[src/rtl/smm_pkg.sv]
package smm_pkg;

    localparam int MAX_DIM_DEF = 16;

    localparam int TYPE_W = 2;
    localparam int IDX_W  = 4;
    localparam int ELEM_W = 16;
    localparam int PROD_W = 2 * ELEM_W;
    localparam int OUT_W  = 38;
    localparam int DIM_W  = 5;

    localparam logic [DIM_W-1:0] DIM_RESET = DIM_W'(16);

    localparam logic [TYPE_W-1:0] REQ_WR_A = TYPE_W'(0);
    localparam logic [TYPE_W-1:0] REQ_WR_B = TYPE_W'(1);
    localparam logic [TYPE_W-1:0] REQ_RD   = TYPE_W'(2);

    typedef struct packed {
        logic clear;
        logic issue;
        logic last;
    } t_mac_ctrl;

endpackage

[src/rtl/smm_mac.sv]
module smm_mac (
    input  logic                           i_clk,
    input  logic                           i_rst_n,
    input  smm_pkg::t_mac_ctrl             i_ctrl,
    input  logic [smm_pkg::ELEM_W-1:0]     i_a_data,
    input  logic [smm_pkg::ELEM_W-1:0]     i_b_data,
    output logic [smm_pkg::OUT_W-1:0]      o_acc,
    output logic                           o_done
);

    logic                          r_v1;
    logic                          r_last1;
    logic                          r_v2;
    logic                          r_last2;
    logic                          r_done;
    logic [smm_pkg::PROD_W-1:0]    r_prod;
    logic [smm_pkg::OUT_W-1:0]     r_acc;

    // Control pipe: r_v1 follows the RAM read register, r_v2 the product register.
    always_ff @(posedge i_clk) begin
        if (!i_rst_n) begin
            r_v1    <= 1'b0;
            r_last1 <= 1'b0;
            r_v2    <= 1'b0;
            r_last2 <= 1'b0;
            r_done  <= 1'b0;
        end else begin
            r_v1    <= i_ctrl.issue;
            r_last1 <= i_ctrl.issue & i_ctrl.last;
            r_v2    <= r_v1;
            r_last2 <= r_last1;
            r_done  <= r_v2 & r_last2;
        end
    end

    always_ff @(posedge i_clk) begin
        r_prod <= smm_pkg::PROD_W'(i_a_data) * smm_pkg::PROD_W'(i_b_data);
        if (i_ctrl.clear) begin
            r_acc <= '0;
        end else if (r_v2) begin
            r_acc <= r_acc + smm_pkg::OUT_W'(r_prod);
        end
    end

    assign o_acc  = r_acc;
    assign o_done = r_done;

endmodule

[config.mk]
export PLATFORM = sky130hd
export DESIGN_NAME = smm_mac
export DESIGN_NICKNAME = d
export VERILOG_FILES = /design/src/rtl/smm_pkg.sv /design/src/rtl/smm_mac.sv
export SDC_FILE = /design/constraint.sdc
export NUM_CORES = 1
export LEC_CHECK = 0
export BUFFER_PORTS_ARGS = -buffer_cell sky130_fd_sc_hd__buf_2
export CORE_MARGIN = 4
export CORE_UTILIZATION = 45
export CTS_CLUSTER_DIAMETER = 150
export DETAILED_ROUTE_END_ITERATION = 10
export PLACE_DENSITY = 0.66
export SYNTH_ARGS = -nofsm -noshare
export SYNTH_HDL_FRONTEND = slang
export SYNTH_SLANG_ARGS = --single-unit
[constraint.sdc]
create_clock -name i_clk -period 6.98 [get_ports i_clk]
set_clock_uncertainty 0.05 [all_clocks]
set_input_delay 1.047 -clock i_clk [delete_from_list [all_inputs] [get_ports i_clk]]
set_output_delay 1.047 -clock i_clk [all_outputs]
set_load 0.03 [all_outputs]
==> flow_results.org, run 1 <==
** STA
- Slew of the pin with the lowest slew margin :: 0.962 ns
- Final setup violation count :: 0
- Crit path setup slack, layout :: 0.545 ns
- The hold violation total from the final report came to 0.
- Worst slew slack as a fraction of its limit :: 35.9%
- Counting I/O delays and the setup requirement, the final critical path takes 6.44 ns.
- F_max :: 155 MHz
- Crit share post-route :: 92.2%
- Final Max Slew Viols :: 0
- Setup repair after global routing left no endpoint under its margin.
- Adding up every negative setup slack in the final design gives 0 ns.

** Clocking
- Clock slew seen by the registers of the worst setup and hold paths :: 0.06 ns
- Post-CTS repair changed the size of 0 cells.
- Buffer cell driving the clock tree root :: sky130_fd_sc_hd__clkbuf_16
- Buffers inserted to repair hold after CTS numbered 0.
- At the later pin of the worst-skew pair, clock insertion delay measures 0.33 ns.
- Sinks on the clock net :: 75
- The H-tree generated during clock tree synthesis spans 3 levels.
- CTS tree :: done
- Maximum buffer depth of the clock tree :: 2
- Number of setup buffers added after CTS :: 0
- Buffers inserted during clock tree synthesis total 9.

** Detailed routing
- For this block, the initial DRC count from the detailed router was 581.
- Post-detailed-route wirelength per cell :: 15.8 um
- Antenna-violating nets left :: 0
- Routed via count :: 9650
- For this run, design rule violations remaining after detail routing come to 0.
- The final layout contains routed wiring with a total length of 29400 um.
- The first detailed-routing pass ran for 7 iterations.
- Number of vias per cell :: 5.19

** Layout
- Area taken by flip-flops and latches :: 1500 um^2
- Commonest non-fill, non-tap cell in the layout :: sky130_fd_sc_hd__inv_1
- Final non-filler cell area :: 13500 um^2
- Area occupied by multi-input gates :: 9990 um^2
- Area added between synthesis and finish :: 7.53%
- Highest-count cells in the layout ignoring fill and taps :: sky130_fd_sc_hd__inv_1 (236), sky130_fd_sc_hd__fa_1 (195), sky130_fd_sc_hd__nand2_1 (187), sky130_fd_sc_hd__ha_1 (136), sky130_fd_sc_hd__and2_1 (127)
- In the final design database the tool counted 1851 nets.
- Fill cells in the final layout number 2590.
- 0 antenna diodes ended up in the layout.
- Cells with a size suffix above 1 make up 7.86% of the layout.

** Synthesis
- Synthesized area :: 12600 um^2
- After synthesis, the mean cell area works out to 8.70 um^2.
- Yosys warning total :: 0
- In the synthesized netlist the async set-or-reset flop fraction comes to 0%.
- Synth unique cells :: 70
- Synthesized Nets :: 1815
- Number of synthesized flops with an enable pin :: 0
- The cell count after synthesis came out at 1447.
- After synthesis the netlist holds a flip-flop and latch count of 75.
- Seq/Total Area, Yosys :: 11.9%
- Most common flop cell mapped by yosys :: sky130_fd_sc_hd__dfxtp_1

** Floorplanning
- X dimension of the die :: 175 um
- Die Footprint :: 30700 um^2
- Top-level I/O count :: 76
- Placement Rows :: 60
- Measured along the y axis, the die boundary spans 175 um.
- In this run the standard cell core region covers 27300 um^2.
- For this configuration, the core starts out at a cell density of 46.2%.

** Place
- Port Buffer Count :: 75
- At the end of routability-driven placement, the weighted congestion stood at 0.871.
- HPWL after DPL :: 23900 um
- In this run the cell area measured after placement is 13300 um^2.
- Worst slack after detailed placement :: 0.196 ns

** Power and ir drop
- Combinational cells account for 84.5% of the total power.
- P per Cell Area :: 526 nW/um^2
- Internal Dissipation :: 3.43 mW
- Power after layout :: 7.11 mW
- Across the VDD grid, the largest voltage drop is 0.405 mV.
- In this run the static leakage power is 6.81 nW.
- Sequential cells burn 9.5% of the power.
- Per report_power, the clock group accounts for 6.0% of the total.
- Switching power :: 3.69 mW
- Net switching is 51.8% of the power.

** Critical path
- The worst setup path is launched from a primary input.
- Arrival time of data at the critical path endpoint :: 6.59 ns
- Critical path class :: in -> reg
- Maximum fanout along the worst path :: 16
- Required arrival time at the worst endpoint :: 7.14 ns
- The startpoint identified for the worst register-to-register timing path is o_acc[0].
- STA classifies the critical path endpoint as a flip-flop.
- Critical path startpoint :: i_a_data[9]

** Global route
- The initial antenna violation count is 0.
- The first global-routing pass estimated 50400 um of wire.
- Pin count of the biggest net entering global routing :: 56
- For this run, the total global-route usage over all layers was measured as 19.8%.
- The total overflow left after global routing is 0.
- Via count of the first global-routing pass :: 9971

** Run status
- Status :: completed

** Min path
- Startpoint of the tightest hold check path :: r_v1
- The path class of the tightest hold or removal check is reg -> reg.

** Run
- Across the run, the number of max-cap violations was 0.
## kinds of logic after synthesis
logic type	after synthesis	share of synthesized area [%]
buf+inv	291	8.73
compound gates	204	10.8
fa+ha+maj	331	44.5
simple gates	477	18.9
flops	75	11.9
mux	20	1.61
xor+xnor	49	3.41
## synthesized netlist by cell type, types with 10 or more instances
cell type | number | share of area, %
sky130_fd_sc_hd__a21o_1 | 29 | 1.7
sky130_fd_sc_hd__a21oi_1 | 61 | 2.4
sky130_fd_sc_hd__and2_1 | 127 | 6.3
sky130_fd_sc_hd__and3_1 | 10 | 0.50
sky130_fd_sc_hd__clkbuf_1 | 47 | 1.4
sky130_fd_sc_hd__dfxtp_1 | 75 | 12
sky130_fd_sc_hd__fa_1 | 195 | 31
sky130_fd_sc_hd__ha_1 | 136 | 14
sky130_fd_sc_hd__inv_1 | 236 | 7.0
sky130_fd_sc_hd__mux2i_1 | 18 | 1.4
sky130_fd_sc_hd__nand2_1 | 187 | 5.6
sky130_fd_sc_hd__nand2b_1 | 10 | 0.50
sky130_fd_sc_hd__nand3_1 | 23 | 0.91
sky130_fd_sc_hd__nand4_1 | 10 | 0.50
sky130_fd_sc_hd__nor2_1 | 53 | 1.6
sky130_fd_sc_hd__nor2b_1 | 12 | 0.60
sky130_fd_sc_hd__nor3_1 | 11 | 0.44
sky130_fd_sc_hd__o21ai_0 | 38 | 1.5
sky130_fd_sc_hd__xnor2_1 | 33 | 2.3
sky130_fd_sc_hd__xor2_1 | 16 | 1.1
## layout make-up
type	instances	area share [%]
Timing Repair Buffer	80	3.05
Inverter	236	6.55
Tap cell	372	3.44
Sequential cell	75	11.1
Clock buffer	11	1.79
Multi-Input combinational cell	1081	73.8
Clock inverter	5	0.277
## metal layers
| layer | global-route usage [%] | wire, um | vias to the layer above |
|---|---|---|---|
| met5 | 0 | 0 | - |
| met4 | 4.39 | 454 | 0 |
| met3 | 3.12 | 1700 | 34 |
| met2 | 31.0 | 13300 | 258 |
| met1 | 29.0 | 14000 | 4659 |
| li1 | - | - | 4699 |
## final timing paths
path,to,slack [ns],depth (start not counted)
setup / recovery,r_prod[24],0.54,19
hold / removal,r_v2,0.38,1
setup reg to reg,o_acc[34],4.01,11
hold reg to reg,r_v2,0.38,1
## stage by stage
| stage | instances | hold WS (ns) | util, % |
|---|---|---|---|
| after CTS | 1860 | 0.383 | 49.7 |
| after global routing | 1860 | 0.398 | 49.7 |
| after floorplan | 1447 | 0.362 | - |
| final | 1860 | 0.382 | 49.7 |
| after detailed placement | 1844 | 0.377 | 48.6 |
| after global placement | 1844 | 0.375 | 48.6 |
## critical path, stage by stage
cell	delay (ns)
sky130_fd_sc_hd__buf_2	0.30
sky130_fd_sc_hd__nand2_1	0.13
sky130_fd_sc_hd__fa_1	0.50
sky130_fd_sc_hd__fa_1	0.57
sky130_fd_sc_hd__fa_1	0.45
sky130_fd_sc_hd__fa_1	0.54
sky130_fd_sc_hd__inv_1	0.05
sky130_fd_sc_hd__fa_1	0.47
sky130_fd_sc_hd__inv_1	0.05
sky130_fd_sc_hd__fa_1	0.47
sky130_fd_sc_hd__inv_1	0.04
sky130_fd_sc_hd__ha_1	0.36
sky130_fd_sc_hd__nand3_1	0.15
sky130_fd_sc_hd__nor4_1	0.29
sky130_fd_sc_hd__nor2_1	0.13
sky130_fd_sc_hd__a211oi_2	0.29
sky130_fd_sc_hd__a31oi_2	0.19
sky130_fd_sc_hd__and4b_1	0.22
sky130_fd_sc_hd__or3_1	0.35
## power by group through the flow
stage | Sequential [mW] | Combinational, mW | Clock (mW)
after floorplan | 0.704 | 4.71 | 0
after detailed placement | 0.687 | 5.98 | 0
after CTS | 0.678 | 6.03 | 0.443
final | 0.677 | 6.01 | 0.429
after global routing | 0.687 | 6.90 | 0.458
after global placement | 0.689 | 5.88 | 0
## registers in the layout, indices dropped and copies added, names as in the netlist
signal,flops
o_done,1
r_prod,32
r_last2,1
r_last1,1
r_v1,1
o_acc,38
r_v2,1
No activity file was read; power rests on OpenSTA's default activity.
==> run 2: changes to the inputs <==
Settings changed: PLACE_DENSITY 0.66 to default.
==> run 2 against run 1 <==
  * Combinational power about the same
  * Worst setup slack improved by 0.025 ns
  * Power decreased by 0.25%
  * Maximum frequency increased by 0.39%
  * Critical path depth unchanged
  * Wire length decreased by 0.66%
  * Sequential share of layout area about the same
  * Hold slack improved by 0.0045 ns
  * Final cell count about the same
  * Sequential power about the same
  * Global-route usage decreased by 0.22 points
==> flow_results.org, run 2 (synthesis results as in run 1) <==
** Global route
- Total global routing overflow :: 0
- Antenna violations before repair :: 0
- Global-route wire length before repair :: 49500 um
- Pin count of the biggest net entering global routing :: 56
- Via count of the first global-routing pass :: 9810
- All-Layer GR Usage :: 19.6%

** Detailed routing
- Number of vias per cell :: 5.20
- Wire length reported by the detailed router :: 29300 um
- Summing over every cut layer, the via total after detailed routing is 9680.
- For this run, design rule violations remaining after detail routing come to 0.
- Initial DRC Count :: 463
- Antenna-violating nets left :: 0
- After detailed routing, the average wire length per cell comes to 15.7 um.
- The first detailed-routing pass ran for 5 iterations.

** Layout
- After filler insertion, the fill cell instance count of the layout stands at 2655.
- Summing all flip-flop and latch instances after layout gives 1500 um^2.
- From synthesis to final layout, the design area changed by 7.63%.
- Highest-count cells in the layout ignoring fill and taps :: sky130_fd_sc_hd__inv_1 (236), sky130_fd_sc_hd__fa_1 (195), sky130_fd_sc_hd__nand2_1 (187), sky130_fd_sc_hd__ha_1 (136), sky130_fd_sc_hd__and2_1 (127)
- Number of diodes added for antenna fixing :: 0
- Area occupied by multi-input gates :: 9990 um^2
- The finished layout holds 1861 standard cells, fillers aside.
- Leaving out fill and tap cells, the most frequent cell in the layout is sky130_fd_sc_hd__inv_1.
- Number of nets in the finished design :: 1852
- Share of post-route cells with drive strength above 1 :: 7.86%
- The register with the most flip-flops in the layout has 38 of them.

** Floorplanning
- The die covers 30700 um^2.
- 76 I/O pins were placed.
- Floorplan core area :: 27300 um^2
- Vertical die dimension :: 175 um
- X dimension of the die :: 175 um
- Placement Rows :: 60
- Starting Density :: 46.2%

** Critical path
- In this run the critical register-to-register path is launched from o_acc[0].
- Critical path class :: in -> reg
- The worst setup path is launched from a primary input.
- Required arrival time at the worst endpoint :: 7.14 ns
- Critical path startpoint :: i_a_data[9]
- Maximum fanout along the worst path :: 16
- For the worst setup path, the data arrival time is 6.57 ns.
- Worst Setup End Kind :: flip-flop

** STA
- Slew of the pin with the lowest slew margin :: 0.971 ns
- Setup repair after global routing left no endpoint under its margin.
- F_max :: 156 MHz
- The smallest clock period supported by the final layout is computed as 6.41 ns.
- In the final timing run, aggregate negative setup slack is 0 ns.
- Final Max Slew Viols :: 0
- Setup violations remaining at the end of the flow were counted as 0.
- The worst path uses 91.8% of the clock period.
- The tightest hold path in the finished design has a slack of 0.387 ns.
- The hold violation total from the final report was 0.
- Measured against its own limit, the worst slew margin works out to 35.3%.

** Clocking
- The tree is rooted in a sky130_fd_sc_hd__clkbuf_16.
- CTS saw 75 sinks.
- The H-tree was split into 3 levels.
- Number of setup buffers added after CTS :: 0
- TritonCTS created 9 clock buffers.
- The longest clock path from root to sink contains 2 buffers.
- Number of gates resized after cts :: 0
- The later pin in the worst-skew pair is clocked with a latency of 0.33 ns.
- CTS tree :: done
- After clock tree synthesis, the clock-pin slew on the worst setup and hold paths is 0.05 ns.
- The number of hold buffers added after CTS was 0.

** Power and ir drop
- The design draws 7.10 mW.
- Dividing total power by cell area gives a power density of 524 nW/um^2.
- Leakage power :: 6.82 nW
- Worst VDD drop :: 0.515 mV

** Min path
- The startpoint identified for the worst hold timing path is r_last1.
- Hold crit path type :: reg -> reg

** Place
- Post-placement cell count :: 1845
- HPWL after DPL :: 24000 um
- Port Buffer Count :: 75
- Placer's final routability congestion estimate :: 0.862

** Run status
- Status :: completed

** Run
- Number of max-capacitance violations reported :: 0
==> run 2: final cells by class <==
| type | instances | share of cell area (%) |
|---|---|---|
| multi-input combinational | 1081 | 73.7 |
| sequential | 75 | 11.1 |
| inverter | 236 | 6.54 |
| tap | 372 | 3.44 |
| timing repair buffer | 81 | 3.10 |
| clock buffer | 11 | 1.72 |
| clock inverter | 5 | 0.397 |
==> run 2: final timing paths <==
check,endpoint,slack [ns],depth (start not counted)
setup / recovery,r_prod[24],0.57,19
hold / removal,r_last2,0.39,1
setup reg to reg,o_acc[34],4.02,11
hold reg to reg,r_last2,0.39,1
==> run 2: routing by layer <==
metal	vias to the layer above	part of all wire [%]	GRT usage [%]	wire, um
met5	-	0	0	0
met2	237	44	30.8	12800
met4	0	1.5	4.06	443
met3	32	5.0	2.60	1450
met1	4712	50	29.0	14600
li1	4699	-	-	-
==> run 2: metrics by stage <==
| stage | util [%] | area, um^2 | setup slack [ns] |
|---|---|---|---|
| 2_1_floorplan | - | 12600 | 0.566 |
| 3_3_place_gp | 48.7 | 13300 | 0.240 |
| 3_5_place_dp | 48.7 | 13300 | 0.169 |
| 4_1_cts | 49.7 | 13500 | 0.544 |
| 5_1_grt | 49.7 | 13500 | 0.211 |
| 6_report | 49.7 | 13500 | 0.570 |
==> run 2: critical path: stages <==
cell	delay (ns)
sky130_fd_sc_hd__buf_2	0.31
sky130_fd_sc_hd__nand2_1	0.13
sky130_fd_sc_hd__fa_1	0.50
sky130_fd_sc_hd__fa_1	0.57
sky130_fd_sc_hd__fa_1	0.45
sky130_fd_sc_hd__fa_1	0.54
sky130_fd_sc_hd__inv_1	0.05
sky130_fd_sc_hd__fa_1	0.47
sky130_fd_sc_hd__inv_1	0.05
sky130_fd_sc_hd__fa_1	0.47
sky130_fd_sc_hd__inv_1	0.04
sky130_fd_sc_hd__ha_1	0.35
sky130_fd_sc_hd__nand3_1	0.14
sky130_fd_sc_hd__nor4_1	0.27
sky130_fd_sc_hd__nor2_1	0.13
sky130_fd_sc_hd__a211oi_2	0.29
sky130_fd_sc_hd__a31oi_2	0.19
sky130_fd_sc_hd__and4b_1	0.22
sky130_fd_sc_hd__or3_1	0.34
==> run 2: power by group <==
part	switching, mW	internal (mW)
clock network	0.166	0.275
logic	3.42	2.55
registers	0.0560	0.622
total	3.65	3.45
==> run 3: changes to the inputs <==
Settings changed: ABC_AREA from default to 0, CORE_MARGIN 4 to 10, CORE_UTILIZATION 45 to 60, PLACE_DENSITY from default to 0.79.
==> run 3 against run 2 <==
  * Non-clock buffer count stayed put
  * Clock power grew 16%
  * Sequential share of layout area is 0.068 points higher
  * Combinational power is 0.7% lower
  * Wire length shrank 3.3%
  * Sequential power barely moved
  * Critical endpoint unchanged
  * Largest cell class unchanged
  * Largest power group unchanged
==> flow_results.org, run 3 (synthesis results as in run 1) <==
** Detailed routing
- Wire length reported by the detailed router :: 28300 um
- Dividing the detail-routed wire length by the instance count gives 16.1 um.
- In the routed design, unresolved DRC markers number 0.
- Antenna-violating nets left :: 0
- Number of vias per cell :: 5.56
- Initial DRC Count :: 617
- The first TritonRoute pass finished after 7 iterations.
- Routed via count :: 9772

** Layout
- 0 antenna diodes ended up in the layout.
- Cells with a size suffix above 1 make up 7.86% of the layout.
- Flip-flop count of the largest register, all copies and words added :: 38
- Relative to the synthesized area, the layout overhead comes to 6.98%.
- Excluding fillers, the count of instances in the completed layout stands at 1758.
- Commonest non-fill, non-tap cell in the layout :: sky130_fd_sc_hd__inv_1
- Area occupied by multi-input gates :: 9990 um^2
- Number of fill cells :: 1690
- Utilization after layout :: 65.9%
- Number of nets in the finished design :: 1852
- Leaving out fill and tap cells, the most frequent cells in the layout are sky130_fd_sc_hd__inv_1 (236), sky130_fd_sc_hd__fa_1 (195), sky130_fd_sc_hd__nand2_1 (187), sky130_fd_sc_hd__ha_1 (136), sky130_fd_sc_hd__and2_1 (127).
- Across the whole layout, storage elements account for 1500 um^2.

** Critical path
- Of all nets on the critical path, the largest fanout is 16.
- The critical path goes through buf_2, nand2_1, fa_1, fa_1, fa_1, fa_1, inv_1, fa_1, inv_1, fa_1, inv_1, ha_1, nand3_1, nor4_1, nor2_1, a211oi_2, a31oi_2, and4b_1, or3_1.
- The number of buffers and inverters on the critical path is 4.
- In this design, the largest share of critical-path delay is due to adder cells.
- Critical Path Most Common Cell :: sky130_fd_sc_hd__fa_1
- The slowest stage of the critical path belongs to the cell sky130_fd_sc_hd__fa_1.
- The critical path is of the in -> reg type.
- Arrival time of data at the critical path endpoint :: 6.63 ns
- Critical Path Source Type :: primary input
- The worst setup path is captured at a flip-flop.
- The largest single stage delay on the critical path is 0.58 ns.
- For the worst setup path, the data required time is 7.14 ns.

** STA
- Setup repair after global routing left no endpoint under its margin.
- Final setup violation count :: 0
- Final Max Slew Viols :: 0
- After layout, the worst path uses 92.6% of the clock period.
- Final Hold Violating Endpoints :: 0
- For the pin with the worst max-slew slack, the measured transition is 0.955 ns.
- Period minus WS final :: 6.46 ns
- F_max :: 155 MHz
- Worst slew slack as a fraction of its limit :: 36.3%
- For the final routed database, the setup TNS stands at 0 ns.

** Floorplanning
- The floorplan has 52 rows.
- Top-level I/O count :: 76
- Vertical die dimension :: 165 um
- Die Footprint :: 27200 um^2
- Floorplan core area :: 20400 um^2
- Starting Density :: 61.6%
- The die is 165 um wide.

** Power and ir drop
- Power after layout :: 7.13 mW
- Summed over all cells, the static leakage comes to 6.84 nW.
- Worst VDD drop :: 0.418 mV
- P per Cell Area :: 530 nW/um^2

** Global route
- Via count of the first global-routing pass :: 9799
- All-Layer GR Usage :: 21.3%
- Total global routing overflow :: 0
- The initial antenna violation count was 0.
- Global-route wire length before repair :: 47500 um
- Entering global routing, the biggest net connects 56 pins.

** Clocking
- The tree is rooted in a sky130_fd_sc_hd__clkbuf_16.
- For the worst-skew pair, the clock arrives at the later sink with an insertion delay of 0.33 ns.
- Maximum level of the CTS H-tree :: 3
- The tree built by TritonCTS fans out to 75 sinks.
- Post-CTS timing repair inserted 0 buffers for setup.
- CTS tree :: done
- The clock passes through at most 2 buffers.
- Number of gates resized after cts :: 0
- CTS Hold Buffers Added :: 0
- Clock-pin slew was measured on the worst setup and hold paths at 0.06 ns.
- In this run, CTS created clock tree buffers numbering 9.

** Min path
- The path class of the tightest hold or removal check is reg -> reg.

** Place
- Post-placement cell count :: 1743
- Port Buffer Count :: 75
- HPWL after DPL :: 23200 um
- Placer's final routability congestion estimate :: 0.892

** Run status
- Status :: completed

** Run
- Number of max-capacitance violations reported :: 0
-- run 3: changes by cell type in the layout (fill, tap and decap cells not counted) --
cell                         delta
sky130_fd_sc_hd__clkbuf_1       -1
sky130_fd_sc_hd__clkinv_2       -2
sky130_fd_sc_hd__clkinvlp_4     +1
sky130_fd_sc_hd__bufinv_16      +2
sky130_fd_sc_hd__clkinv_4       -1
-- run 3: stage by stage --
stage | cell area, um^2 | hold slack (ns) | setup WS [ns]
final | 13500 | 0.391 | 0.516
after global routing | 13500 | 0.409 | 0.225
after CTS | 13500 | 0.387 | 0.505
after detailed placement | 13100 | 0.373 | 0.156
after global placement | 13100 | 0.372 | 0.285
after floorplan | 12600 | 0.362 | 0.566
-- run 3: worst paths after layout --
| check | startpoint | to | slack (ns) | cells after the start |
|---|---|---|---|---|
| max | i_a_data[9] | r_prod[24] | 0.52 | 19 |
| max reg2reg | o_acc[0] | o_acc[34] | 4.06 | 11 |
| min | r_last1 | r_last2 | 0.39 | 1 |
| min reg2reg | r_last1 | r_last2 | 0.39 | 1 |
-- run 3: final cells by class --
type                            instances  area share (%)
Multi-Input combinational cell       1081            74.2
Clock inverter                          5           0.762
Sequential cell                        75            11.2
Tap cell                              270            2.51
Timing Repair Buffer                   81            3.12
Inverter                              236            6.58
Clock buffer                           10            1.70
-- run 3: worst reg2reg max path, stage by stage (launching register included) --
cell	delay [ns]
sky130_fd_sc_hd__dfxtp_1	0.35
sky130_fd_sc_hd__ha_1	0.18
sky130_fd_sc_hd__inv_1	0.05
sky130_fd_sc_hd__fa_1	0.40
sky130_fd_sc_hd__nor2b_1	0.20
sky130_fd_sc_hd__o31ai_2	0.11
sky130_fd_sc_hd__a211oi_1	0.34
sky130_fd_sc_hd__o21ai_0	0.18
sky130_fd_sc_hd__o21ai_0	0.28
sky130_fd_sc_hd__o21ai_1	0.14
sky130_fd_sc_hd__a21boi_0	0.20
sky130_fd_sc_hd__mux2_2	0.35
-- run 3: per-layer routing --
metal | track usage [%] | share of wire, % | up-vias
met5 | 0 | 0 | -
met4 | 4.31 | 1.5 | 0
met3 | 3.01 | 6.2 | 29
met2 | 34.1 | 46 | 321
met1 | 30.1 | 47 | 4719
li1 | - | - | 4703
-- run 3: where the power goes --
group | switching [mW] | internal, mW
clock | 0.165 | 0.346
combinational | 3.39 | 2.55
sequential | 0.0560 | 0.622
total | 3.61 | 3.52
